--- src/rtl/core/sbes_pkg.sv ---
`timescale 1ns / 1ps
// ----------------------------------------------------------------------------
// sbes_pkg
// Shared types and constants of the spectrum band envelope smoother.
// ----------------------------------------------------------------------------
package sbes_pkg;

    localparam int LEVEL_W     = 20;  // band level, Q4.16
    localparam int RMS_W       = 24;  // frame rms, Q0.24
    localparam int GAIN_W      = 16;  // Q0.16 gains
    localparam int BOUND_W     = 9;   // region boundaries
    localparam int INTENS_W    = 17;  // intensity, Q0.16 with 1.0 included
    localparam int SUM_W       = 25;  // region sum
    localparam int COUNT_W     = 9;   // bands per region
    localparam int POS_W_MAX   = 8;   // band index as carried in the queue
    localparam int CFG_INDEX_W = 3;
    localparam int CFG_DATA_W  = 24;
    localparam int IN_DATA_W   = 48;
    localparam int OUT_DATA_W  = 72;
    localparam int PROD_W      = LEVEL_W + GAIN_W;

    localparam logic [INTENS_W-1:0] ONE_Q16 = 17'h10000;

    // register indexes
    localparam logic [CFG_INDEX_W-1:0] REG_ATTACK_GAIN   = 3'd0;
    localparam logic [CFG_INDEX_W-1:0] REG_DECAY_GAIN    = 3'd1;
    localparam logic [CFG_INDEX_W-1:0] REG_FLOOR_LEVEL   = 3'd2;
    localparam logic [CFG_INDEX_W-1:0] REG_SILENCE_LEVEL = 3'd3;
    localparam logic [CFG_INDEX_W-1:0] REG_LOW_BAND_END  = 3'd4;
    localparam logic [CFG_INDEX_W-1:0] REG_MID_BAND_END  = 3'd5;

    // register reset values
    localparam logic [GAIN_W-1:0]  ATTACK_GAIN_RST   = 16'd45875;
    localparam logic [GAIN_W-1:0]  DECAY_GAIN_RST    = 16'd58982;
    localparam logic [LEVEL_W-1:0] FLOOR_LEVEL_RST   = 20'd7;
    localparam logic [RMS_W-1:0]   SILENCE_LEVEL_RST = 24'd168;
    localparam logic [BOUND_W-1:0] LOW_BAND_END_RST  = 9'd11;
    localparam logic [BOUND_W-1:0] MID_BAND_END_RST  = 9'd24;

    // region codes
    localparam logic [1:0] REGION_LOW  = 2'd0;
    localparam logic [1:0] REGION_MID  = 2'd1;
    localparam logic [1:0] REGION_HIGH = 2'd2;

    typedef struct packed {
        logic [GAIN_W-1:0]  attack_gain;
        logic [GAIN_W-1:0]  decay_gain;
        logic [LEVEL_W-1:0] floor_level;
        logic [RMS_W-1:0]   silence_level;
        logic [BOUND_W-1:0] low_band_end;
        logic [BOUND_W-1:0] mid_band_end;
    } cfg_t;

    // one classified band on its way from front to back
    typedef struct packed {
        logic [LEVEL_W-1:0]   level;
        logic [POS_W_MAX-1:0] pos;
        logic [1:0]           region;
        logic                 silent;
        logic                 last;
    } band_item_t;

endpackage

--- src/rtl/core/sbes_ram.sv ---
`timescale 1ns / 1ps
// ----------------------------------------------------------------------------
// sbes_ram
// Generic single write port, single read port RAM with registered read.
// ----------------------------------------------------------------------------
module sbes_ram #(
    parameter int WIDTH = 20,
    parameter int DEPTH = 32
) (
    input  logic                     clk,
    input  logic                     we,
    input  logic [$clog2(DEPTH)-1:0] waddr,
    input  logic [WIDTH-1:0]         wdata,
    input  logic [$clog2(DEPTH)-1:0] raddr,
    output logic [WIDTH-1:0]         rdata
);

    logic [WIDTH-1:0] mem [DEPTH];

    always_ff @(posedge clk)
    begin
        if (we)
        begin
            mem[waddr] <= wdata;
        end
        rdata <= mem[raddr];
    end

endmodule

--- src/rtl/core/sbes_div.sv ---
`timescale 1ns / 1ps
// ----------------------------------------------------------------------------
// sbes_div
// Restoring divider, one quotient bit per cycle: region sum / band count.
// ----------------------------------------------------------------------------
module sbes_div (
    input  logic                         clk,
    input  logic                         rst_n,
    input  logic                         start,
    input  logic [sbes_pkg::SUM_W-1:0]   dividend,
    input  logic [sbes_pkg::COUNT_W-1:0] divisor,
    output logic                         done,
    output logic [sbes_pkg::SUM_W-1:0]   quotient
);

    localparam int STEP_W = $clog2(sbes_pkg::SUM_W);

    logic [sbes_pkg::COUNT_W-1:0] rem_reg;
    logic [sbes_pkg::SUM_W-1:0]   quo_reg;
    logic [sbes_pkg::COUNT_W-1:0] div_reg;
    logic [STEP_W-1:0]            step_reg;
    logic                         busy_reg;
    logic                         done_reg;

    logic [sbes_pkg::COUNT_W:0]   trial;
    logic                         fits;

    always_comb
    begin
        trial = {rem_reg, quo_reg[sbes_pkg::SUM_W-1]};
        fits  = trial >= {1'b0, div_reg};
    end

    always_ff @(posedge clk or negedge rst_n)
    begin
        if (!rst_n)
        begin
            busy_reg <= 1'b0;
            done_reg <= 1'b0;
            step_reg <= '0;
        end
        else
        begin
            done_reg <= 1'b0;
            if (start)
            begin
                busy_reg <= 1'b1;
                step_reg <= '0;
            end
            else if (busy_reg)
            begin
                step_reg <= step_reg + 1'b1;
                if (step_reg == STEP_W'(sbes_pkg::SUM_W - 1))
                begin
                    busy_reg <= 1'b0;
                    done_reg <= 1'b1;
                end
            end
        end
    end

    always_ff @(posedge clk)
    begin
        if (start)
        begin
            rem_reg <= '0;
            quo_reg <= dividend;
            div_reg <= divisor;
        end
        else if (busy_reg)
        begin
            // remainder stays below the divisor, so it fits COUNT_W bits
            rem_reg <= fits ? sbes_pkg::COUNT_W'(trial - {1'b0, div_reg})
                            : sbes_pkg::COUNT_W'(trial);
            quo_reg <= {quo_reg[sbes_pkg::SUM_W-2:0], fits};
        end
    end

    assign done     = done_reg;
    assign quotient = quo_reg;

endmodule

--- src/rtl/core/sbes_fifo.sv ---
`timescale 1ns / 1ps
// ----------------------------------------------------------------------------
// sbes_fifo
// Short flop queue of classified bands between front and back.
// ----------------------------------------------------------------------------
module sbes_fifo #(
    parameter int DEPTH = 2
) (
    input  logic                 clk,
    input  logic                 rst_n,
    input  logic                 push,
    input  sbes_pkg::band_item_t push_data,
    output logic                 full,
    input  logic                 pop,
    output sbes_pkg::band_item_t pop_data,
    output logic                 empty
);

    localparam int PTR_W = (DEPTH > 1) ? $clog2(DEPTH) : 1;
    localparam int CNT_W = $clog2(DEPTH + 1);

    sbes_pkg::band_item_t slot_reg [DEPTH];
    logic [PTR_W-1:0]     wptr_reg;
    logic [PTR_W-1:0]     rptr_reg;
    logic [CNT_W-1:0]     count_reg;

    assign full     = count_reg == CNT_W'(DEPTH);
    assign empty    = count_reg == '0;
    assign pop_data = slot_reg[rptr_reg];

    always_ff @(posedge clk or negedge rst_n)
    begin
        if (!rst_n)
        begin
            wptr_reg  <= '0;
            rptr_reg  <= '0;
            count_reg <= '0;
        end
        else
        begin
            if (push)
            begin
                wptr_reg <= (wptr_reg == PTR_W'(DEPTH - 1)) ? '0 : wptr_reg + 1'b1;
            end
            if (pop)
            begin
                rptr_reg <= (rptr_reg == PTR_W'(DEPTH - 1)) ? '0 : rptr_reg + 1'b1;
            end
            if (push && !pop)
            begin
                count_reg <= count_reg + 1'b1;
            end
            else if (pop && !push)
            begin
                count_reg <= count_reg - 1'b1;
            end
        end
    end

    always_ff @(posedge clk)
    begin
        if (push)
        begin
            slot_reg[wptr_reg] <= push_data;
        end
    end

endmodule

--- src/rtl/core/sbes_front.sv ---
`timescale 1ns / 1ps
// ----------------------------------------------------------------------------
// sbes_front
// Accepts band transactions, tracks band position and frame silence, picks
// the region of each band and queues it for the back end.
// ----------------------------------------------------------------------------
module sbes_front #(
    parameter int BAND_COUNT = 32
) (
    input  logic                                clk,
    input  logic                                rst_n,
    input  sbes_pkg::cfg_t                      cfg,
    input  logic                                in_valid,
    output logic                                in_ready,
    input  logic [sbes_pkg::IN_DATA_W-1:0]      in_data,
    output logic                                push,
    output sbes_pkg::band_item_t                push_data,
    input  logic                                fifo_full
);

    localparam int POS_W = (BAND_COUNT > 1) ? $clog2(BAND_COUNT) : 1;

    logic [POS_W-1:0]              pos_reg;
    logic                          silent_reg;
    logic [sbes_pkg::LEVEL_W-1:0]  level;
    logic [sbes_pkg::RMS_W-1:0]    rms;
    logic                          silent;
    logic                          last;
    logic [1:0]                    region;
    logic [sbes_pkg::BOUND_W-1:0]  pos_ext;

    always_comb
    begin
        level   = in_data[sbes_pkg::LEVEL_W-1:0];
        rms     = in_data[sbes_pkg::LEVEL_W +: sbes_pkg::RMS_W];
        pos_ext = sbes_pkg::BOUND_W'(pos_reg);
        // rms only counts with band zero
        silent  = (pos_reg == '0) ? (rms < cfg.silence_level) : silent_reg;
        last    = pos_reg == POS_W'(BAND_COUNT - 1);
        if (pos_ext < cfg.low_band_end)
        begin
            region = sbes_pkg::REGION_LOW;
        end
        else if (pos_ext < cfg.mid_band_end)
        begin
            region = sbes_pkg::REGION_MID;
        end
        else
        begin
            region = sbes_pkg::REGION_HIGH;
        end
        in_ready         = !fifo_full;
        push             = in_valid && !fifo_full;
        push_data.level  = level;
        push_data.pos    = sbes_pkg::POS_W_MAX'(pos_reg);
        push_data.region = region;
        push_data.silent = silent;
        push_data.last   = last;
    end

    always_ff @(posedge clk or negedge rst_n)
    begin
        if (!rst_n)
        begin
            pos_reg    <= '0;
            silent_reg <= 1'b0;
        end
        else if (push)
        begin
            pos_reg    <= last ? '0 : pos_reg + 1'b1;
            silent_reg <= silent;
        end
    end

endmodule

--- src/rtl/core/sbes_back.sv ---
`timescale 1ns / 1ps
// ----------------------------------------------------------------------------
// sbes_back
// Sequencer that runs the envelope blend of each queued band, keeps region
// sums, smooths the region intensities at frame end, and holds the result.
// ----------------------------------------------------------------------------
module sbes_back #(
    parameter int BAND_COUNT = 32
) (
    input  logic                            clk,
    input  logic                            rst_n,
    input  sbes_pkg::cfg_t                  cfg,
    input  logic                            fifo_empty,
    input  sbes_pkg::band_item_t            head,
    output logic                            pop,
    output logic                            out_valid,
    input  logic                            out_ready,
    output logic [sbes_pkg::OUT_DATA_W-1:0] out_data,
    output logic                            out_last
);

    localparam int POS_W = (BAND_COUNT > 1) ? $clog2(BAND_COUNT) : 1;
    localparam int LW    = sbes_pkg::LEVEL_W;
    localparam int IW    = sbes_pkg::INTENS_W;

    localparam logic [3:0] S_IDLE  = 4'd0;
    localparam logic [3:0] S_READ  = 4'd1;
    localparam logic [3:0] S_MUL   = 4'd2;
    localparam logic [3:0] S_STORE = 4'd3;
    localparam logic [3:0] S_DIV   = 4'd4;
    localparam logic [3:0] S_DIVW  = 4'd5;
    localparam logic [3:0] S_IPREP = 4'd6;
    localparam logic [3:0] S_IMUL  = 4'd7;
    localparam logic [3:0] S_OUT   = 4'd8;

    logic [3:0]                    state_reg;
    logic [3:0]                    state_next;

    sbes_pkg::band_item_t          item_reg;
    logic [BAND_COUNT-1:0]         env_valid_reg;
    logic [LW-1:0]                 env_reg;
    logic [LW-1:0]                 mul_a_reg;
    logic [sbes_pkg::GAIN_W-1:0]   mul_b_reg;
    logic [LW-1:0]                 base_reg;
    logic [IW-1:0]                 target_reg;
    logic [1:0]                    k_reg;
    logic [sbes_pkg::SUM_W-1:0]    sum_reg   [3];
    logic [sbes_pkg::COUNT_W-1:0]  count_reg [3];
    logic [IW-1:0]                 intens_reg[3];

    logic                          out_valid_reg;
    logic [sbes_pkg::OUT_DATA_W-1:0] out_data_reg;
    logic                          out_last_reg;

    logic [LW-1:0]                 ram_rdata;
    logic [POS_W-1:0]              item_pos;
    logic [LW-1:0]                 env_cur;
    logic                          env_rise;
    logic [sbes_pkg::PROD_W-1:0]   prod;
    logic [LW-1:0]                 blend_res;
    logic [LW-1:0]                 env_final;
    logic [LW-2:0]                 env_half;
    logic [IW-1:0]                 norm;
    logic                          ram_we;
    logic                          slot_free;
    logic [IW-1:0]                 intens_cur;
    logic                          intens_rise;
    logic                          div_start;
    logic                          div_done;
    logic [sbes_pkg::SUM_W-1:0]    div_quotient;

    assign item_pos  = item_reg.pos[POS_W-1:0];
    assign slot_free = !out_valid_reg || out_ready;

    sbes_ram #(
        .WIDTH (LW),
        .DEPTH (BAND_COUNT)
    ) u_env_ram (
        .clk   (clk),
        .we    (ram_we),
        .waddr (item_pos),
        .wdata (env_final),
        .raddr (head.pos[POS_W-1:0]),
        .rdata (ram_rdata)
    );

    sbes_div u_div (
        .clk      (clk),
        .rst_n    (rst_n),
        .start    (div_start),
        .dividend (sum_reg[k_reg]),
        .divisor  (count_reg[k_reg]),
        .done     (div_done),
        .quotient (div_quotient)
    );

    always_comb
    begin
        // never-written entries read as the reset value zero
        env_cur     = env_valid_reg[item_pos] ? ram_rdata : '0;
        env_rise    = item_reg.level > env_cur;
        // shared multiplier: blend = base + (a * b) >> 16
        prod        = mul_a_reg * mul_b_reg;
        blend_res   = base_reg + prod[sbes_pkg::PROD_W-1:sbes_pkg::GAIN_W];
        env_final   = (item_reg.silent || env_reg < cfg.floor_level) ? '0 : env_reg;
        env_half    = env_final[LW-1:1];
        norm        = ({1'b0, env_half} > LW'(sbes_pkg::ONE_Q16)) ? sbes_pkg::ONE_Q16
                                                                 : IW'(env_half);
        ram_we      = state_reg == S_STORE;
        intens_cur  = intens_reg[k_reg];
        intens_rise = target_reg > intens_cur;
        div_start   = (state_reg == S_DIV) && (count_reg[k_reg] != '0);
        pop         = (state_reg == S_IDLE) && !fifo_empty;
    end

    always_comb
    begin
        state_next = state_reg;
        case (state_reg)
            S_IDLE:
            begin
                if (!fifo_empty)
                begin
                    state_next = S_READ;
                end
            end
            S_READ:
            begin
                state_next = item_reg.silent ? S_STORE : S_MUL;
            end
            S_MUL:
            begin
                state_next = S_STORE;
            end
            S_STORE:
            begin
                state_next = (item_reg.last && !item_reg.silent) ? S_DIV : S_OUT;
            end
            S_DIV:
            begin
                state_next = div_start ? S_DIVW : S_IPREP;
            end
            S_DIVW:
            begin
                if (div_done)
                begin
                    state_next = S_IPREP;
                end
            end
            S_IPREP:
            begin
                state_next = S_IMUL;
            end
            S_IMUL:
            begin
                state_next = (k_reg == sbes_pkg::REGION_HIGH) ? S_OUT : S_DIV;
            end
            S_OUT:
            begin
                if (slot_free)
                begin
                    state_next = S_IDLE;
                end
            end
            default:
            begin
                state_next = S_IDLE;
            end
        endcase
    end

    always_ff @(posedge clk or negedge rst_n)
    begin
        if (!rst_n)
        begin
            state_reg     <= S_IDLE;
            env_valid_reg <= '0;
            k_reg         <= sbes_pkg::REGION_LOW;
            out_valid_reg <= 1'b0;
            for (int i = 0; i < 3; i++)
            begin
                sum_reg[i]    <= '0;
                count_reg[i]  <= '0;
                intens_reg[i] <= '0;
            end
        end
        else
        begin
            state_reg <= state_next;

            if (state_reg == S_STORE)
            begin
                env_valid_reg[item_pos] <= 1'b1;
                if (!item_reg.silent)
                begin
                    sum_reg[item_reg.region]   <= sum_reg[item_reg.region]
                                                  + sbes_pkg::SUM_W'(norm);
                    count_reg[item_reg.region] <= count_reg[item_reg.region] + 1'b1;
                end
                if (item_reg.last)
                begin
                    k_reg <= sbes_pkg::REGION_LOW;
                    if (item_reg.silent)
                    begin
                        for (int i = 0; i < 3; i++)
                        begin
                            sum_reg[i]    <= '0;
                            count_reg[i]  <= '0;
                            intens_reg[i] <= '0;
                        end
                    end
                end
            end

            if (state_reg == S_IMUL)
            begin
                intens_reg[k_reg] <= blend_res[IW-1:0];
                if (k_reg == sbes_pkg::REGION_HIGH)
                begin
                    for (int i = 0; i < 3; i++)
                    begin
                        sum_reg[i]   <= '0;
                        count_reg[i] <= '0;
                    end
                end
                else
                begin
                    k_reg <= k_reg + 1'b1;
                end
            end

            if (state_reg == S_OUT && slot_free)
            begin
                out_valid_reg <= 1'b1;
            end
            else if (out_ready)
            begin
                out_valid_reg <= 1'b0;
            end
        end
    end

    always_ff @(posedge clk)
    begin
        if (pop)
        begin
            item_reg <= head;
        end

        if (state_reg == S_READ)
        begin
            env_reg   <= '0;
            mul_a_reg <= env_rise ? item_reg.level - env_cur : env_cur;
            mul_b_reg <= env_rise ? cfg.attack_gain : cfg.decay_gain;
            base_reg  <= env_rise ? env_cur : '0;
        end
        if (state_reg == S_MUL)
        begin
            env_reg <= blend_res;
        end
        if (state_reg == S_STORE)
        begin
            env_reg <= env_final;
        end

        if (state_reg == S_DIV && !div_start)
        begin
            target_reg <= '0;   // empty region
        end
        if (state_reg == S_DIVW && div_done)
        begin
            target_reg <= div_quotient[IW-1:0];
        end
        if (state_reg == S_IPREP)
        begin
            mul_a_reg <= intens_rise ? LW'(target_reg - intens_cur) : LW'(intens_cur);
            mul_b_reg <= intens_rise ? cfg.attack_gain : cfg.decay_gain;
            base_reg  <= intens_rise ? LW'(intens_cur) : '0;
        end

        if (state_reg == S_OUT && slot_free)
        begin
            out_data_reg <= {1'b0, intens_reg[2], intens_reg[1], intens_reg[0], env_reg};
            out_last_reg <= item_reg.last;
        end
    end

    assign out_valid = out_valid_reg;
    assign out_data  = out_data_reg;
    assign out_last  = out_last_reg;

endmodule

--- src/rtl/core/spectrum_band_envelope_smoother.sv ---
`timescale 1ns / 1ps
// ----------------------------------------------------------------------------
// spectrum_band_envelope_smoother
// Attack/decay envelope follower over the bands of a log spectrum frame.
// ----------------------------------------------------------------------------
// Send one transaction per band, bands 0 to BAND_COUNT-1 in order; frame_rms
// is looked at only with band 0, and a frame below silence_level gives zero
// band envelopes and clears the intensities at its last band. Every input
// transaction gives exactly one output transaction with the new band
// envelope and the three region intensities; tlast marks the last band,
// where the intensities are refreshed. The back-end sequencer takes a band
// through queue pop, envelope RAM read, blend multiply, store and output
// register, and takes no new band before it is done with this one; a band
// of a silent frame skips the multiply. The last band of a frame that is not
// silent then runs, for each region that got bands, a divider start, the
// bit-serial sum/count divide, blend setup and blend multiply; an empty
// region skips the divide. A two-entry queue lets the input side take bands
// while the back end works, and the output register holds a finished result
// while the next band is already being taken. The envelope RAM needs no
// clearing pass: per-band valid bits stand in for its reset value.
// ----------------------------------------------------------------------------
module spectrum_band_envelope_smoother #(
    parameter int BAND_COUNT = 32
) (
    input  logic                               clk,
    input  logic                               rst_n,
    input  logic                               cfg_wr_en,
    input  logic [sbes_pkg::CFG_INDEX_W-1:0]   cfg_index,
    input  logic [sbes_pkg::CFG_DATA_W-1:0]    cfg_data,
    input  logic                               s_axis_tvalid,
    output logic                               s_axis_tready,
    // [19:0] band_level, [43:20] frame_rms, [47:44] zero
    input  logic [sbes_pkg::IN_DATA_W-1:0]     s_axis_tdata,
    output logic                               m_axis_tvalid,
    input  logic                               m_axis_tready,
    // [19:0] smoothed_level, [36:20] low_intensity, [53:37] mid_intensity,
    // [70:54] high_intensity, [71] zero
    output logic [sbes_pkg::OUT_DATA_W-1:0]    m_axis_tdata,
    // frame_done
    output logic                               m_axis_tlast
);

    sbes_pkg::cfg_t       cfg_reg;
    sbes_pkg::band_item_t push_data;
    sbes_pkg::band_item_t head;
    logic                 push;
    logic                 pop;
    logic                 fifo_full;
    logic                 fifo_empty;

    // configuration registers; the user must write them only while the block is idle, the block does not enforce this
    always_ff @(posedge clk or negedge rst_n)
    begin
        if (!rst_n)
        begin
            cfg_reg.attack_gain   <= sbes_pkg::ATTACK_GAIN_RST;
            cfg_reg.decay_gain    <= sbes_pkg::DECAY_GAIN_RST;
            cfg_reg.floor_level   <= sbes_pkg::FLOOR_LEVEL_RST;
            cfg_reg.silence_level <= sbes_pkg::SILENCE_LEVEL_RST;
            cfg_reg.low_band_end  <= sbes_pkg::LOW_BAND_END_RST;
            cfg_reg.mid_band_end  <= sbes_pkg::MID_BAND_END_RST;
        end
        else if (cfg_wr_en)
        begin
            case (cfg_index)
                sbes_pkg::REG_ATTACK_GAIN:
                begin
                    cfg_reg.attack_gain <= cfg_data[sbes_pkg::GAIN_W-1:0];
                end
                sbes_pkg::REG_DECAY_GAIN:
                begin
                    cfg_reg.decay_gain <= cfg_data[sbes_pkg::GAIN_W-1:0];
                end
                sbes_pkg::REG_FLOOR_LEVEL:
                begin
                    cfg_reg.floor_level <= cfg_data[sbes_pkg::LEVEL_W-1:0];
                end
                sbes_pkg::REG_SILENCE_LEVEL:
                begin
                    cfg_reg.silence_level <= cfg_data[sbes_pkg::RMS_W-1:0];
                end
                sbes_pkg::REG_LOW_BAND_END:
                begin
                    cfg_reg.low_band_end <= cfg_data[sbes_pkg::BOUND_W-1:0];
                end
                sbes_pkg::REG_MID_BAND_END:
                begin
                    cfg_reg.mid_band_end <= cfg_data[sbes_pkg::BOUND_W-1:0];
                end
                default:
                begin
                    // unused index: write ignored
                end
            endcase
        end
    end

    // front: position, silence and region of each band
    sbes_front #(
        .BAND_COUNT (BAND_COUNT)
    ) u_front (
        .clk       (clk),
        .rst_n     (rst_n),
        .cfg       (cfg_reg),
        .in_valid  (s_axis_tvalid),
        .in_ready  (s_axis_tready),
        .in_data   (s_axis_tdata),
        .push      (push),
        .push_data (push_data),
        .fifo_full (fifo_full)
    );

    sbes_fifo #(
        .DEPTH (2)
    ) u_fifo (
        .clk       (clk),
        .rst_n     (rst_n),
        .push      (push),
        .push_data (push_data),
        .full      (fifo_full),
        .pop       (pop),
        .pop_data  (head),
        .empty     (fifo_empty)
    );

    // back: envelope blend, region sums, frame-end intensities
    sbes_back #(
        .BAND_COUNT (BAND_COUNT)
    ) u_back (
        .clk        (clk),
        .rst_n      (rst_n),
        .cfg        (cfg_reg),
        .fifo_empty (fifo_empty),
        .head       (head),
        .pop        (pop),
        .out_valid  (m_axis_tvalid),
        .out_ready  (m_axis_tready),
        .out_data   (m_axis_tdata),
        .out_last   (m_axis_tlast)
    );

endmodule

--- config.mk ---
export PLATFORM = sky130hd
export DESIGN_NAME = spectrum_band_envelope_smoother
export DESIGN_NICKNAME = d
export VERILOG_FILES = /design/src/rtl/core/sbes_pkg.sv /design/src/rtl/core/sbes_ram.sv /design/src/rtl/core/sbes_div.sv /design/src/rtl/core/sbes_fifo.sv /design/src/rtl/core/sbes_front.sv /design/src/rtl/core/sbes_back.sv /design/src/rtl/core/spectrum_band_envelope_smoother.sv
export SDC_FILE = /design/constraint.sdc
export NUM_CORES = 2
export LEC_CHECK = 0
export BUFFER_PORTS_ARGS = -buffer_cell sky130_fd_sc_hd__buf_2
export CELL_PAD_IN_SITES_DETAIL_PLACEMENT = 1
export CELL_PAD_IN_SITES_GLOBAL_PLACEMENT = 2
export CORE_MARGIN = 2
export CORE_UTILIZATION = 29
export CTS_BUF_LIST = sky130_fd_sc_hd__clkbuf_4 sky130_fd_sc_hd__clkbuf_8
export DETAILED_ROUTE_END_ITERATION = 8
export GPL_TIMING_DRIVEN = 1
export HOLD_SLACK_MARGIN = 0.06
export PLACE_DENSITY = 0.62
export SETUP_SLACK_MARGIN = 0.15
export SYNTH_ARGS = -nofsm -noshare
export SYNTH_HDL_FRONTEND = slang
export SYNTH_HIERARCHICAL = 1
export SYNTH_SLANG_ARGS = --single-unit
--- constraint.sdc ---
create_clock -name clk -period 14.7 [get_ports clk]
set_input_delay 2.94 -clock clk [delete_from_list [all_inputs] [get_ports clk]]
set_output_delay 2.94 -clock clk [all_outputs]
set_load 0.005 [all_outputs]
==> out/qor.txt <==
Largest register FFs: 640
CTS Buf Count: 224
Slew @ Worst Pin: 1270 ps
CP dominant cell by count: fa_1
Period utilisation layout: 0.695
Crit path max-delay family: adder cells
DPL Wire Length: 140 mm
I/O Pins: 155
Synth warnings: 6
Max-cap viol count: 0
Syn Std Cell Area: 0.0662 mm2
Crit path from: u_back/mul_b_reg[10]
Std-Cell Rows: 175
Final hold violation count: 0
Global placement routability congestion: 0.838
Die H: 482 um
Core area: 0.227 mm2
# hold bufs at CTS: 0
Reg2Reg Depth: 29
Crit path max-delay cell type: edfxtp_1
Clock sink count: 1258
Bufs on Longest Clock Path: 3
Post-Syn Area per Cell: 12.6 um2
CTS H-tree depth: 4
WL/cell: 24.2 um
Layout cells sized above 1: 0.167
Achievable frequency: 0.0978 GHz
Post-DR vias/cell: 4.89
# DRC: 0
Setup violators final: 0
IO Port Bufs: 149
CTS root buf: clkbuf_8
WL final: 209 mm
First-pass GRT wire length: 309 mm
Reg2reg setup slack: 4480 ps
CTS tree: done
Required time worst endpoint: 15450 ps
Hold_sp: u_back/env_valid_reg[14]
Max Transition Viols Final: 0
Nets: 6020
Slowest stage delay, CP: 1140 ps
CP startpoint kind: flip-flop
Gr usage total: 0.180
DR vias: 42300
DRT Pass-1 Iters: 5
Drt initial violations: 2330
Vias in the first global route: 45500
Syn Inst Count: 5252
Clk Latency, worst-skew pair: 1040 ps
RSZ-0062 raised after global routing: no
Initial Utilization: 0.291
R2R Path End: u_back/env_reg[19]
Critical path buffers and inverters: 3
Net count after synthesis: 5832
Status: completed
PostCTS Resize Cnt: 0
Hold Crit Class: flip-flop to flip-flop
Synth-to-Final Area Change: 13.4%
Die ar.: 0.232 mm2
CP Max Fanout: 20
Worst relative slew slack: 0.148
Final ANT Viol Nets: 0
Largest net degree at the start of global routing: 128
Worst r2r src: u_back/mul_b_reg[10]
Minimum clock period: 10220 ps
Most common cell after layout, fill and taps aside: edfxtp_1
CP Capture Type: flip-flop
Clock skew: 121 ps
Total congestion overflow: 0
Die Wd: 482 um
Most frequent cells in the layout: edfxtp_1 (926), nand2_1 (470), mux2i_1 (416), inv_1 (395), dfrtp_1 (271)
WHS Path Cells: 1
Post-route setup TNS: 0 ps
Clock Pin Slew Worst Setup and Hold Paths: 80 ps
Worst EP arrival: 10970 ps
Kind of critical path: flip-flop to flip-flop
WHS Endpoint: u_back/env_valid_reg[14]
Antenna violations before repair: 22
# Post-CTS Setup Buffers: 0
metal layers:
metal  track usage  wire, um  up-vias
met3        0.0237      6770      239
met1         0.242     95900    22100
met5             0        51        -
li1              -         -    19200
met4        0.0493      4760        8
met2         0.303    101000      752
area by class of cell:
cell class / instances / area [um2]
flip-flops and latches: 1258 / 36000
diodes: 5 / 12.5
well taps: 3009 / 3760
multi-input cells: 3304 / 27400
inverters: 395 / 1480
fillers: 24600 / 152000
clock buffers: 322 / 3950
repair buffers: 257 / 1580
clock inverters: 99 / 866
worst max-delay path by stage:
stage / endpoint / slack, ps / cells after the start
finish: u_back/env_reg[19] / 4480 / 29
detailed placement: u_back/env_reg[19] / 4450 / 29
global route: u_back/env_reg[19] / 3990 / 29
CTS: u_back/env_reg[19] / 4450 / 29
global placement: u_back/env_reg[19] / 4460 / 29
floorplan: u_back/env_reg[19] / 6570 / 32
stage by stage:
stage                     instances  utilization  worst slack, ps  instance area, um2  hold WS (ps)
after global routing           8647        0.330             3990               75100           470
after CTS                      8644        0.330             4450               75000           456
after detailed placement       8223        0.309             4450               70200           441
after global placement         8223        0.309             4460               70200           433
final                          8649        0.330             4480               75100           452
after floorplan                5252            -             6570               66200           423
Power is left out: the tool's default activity adds up to more than one toggle a clock period on the data nets, which glitch-free logic cannot reach.
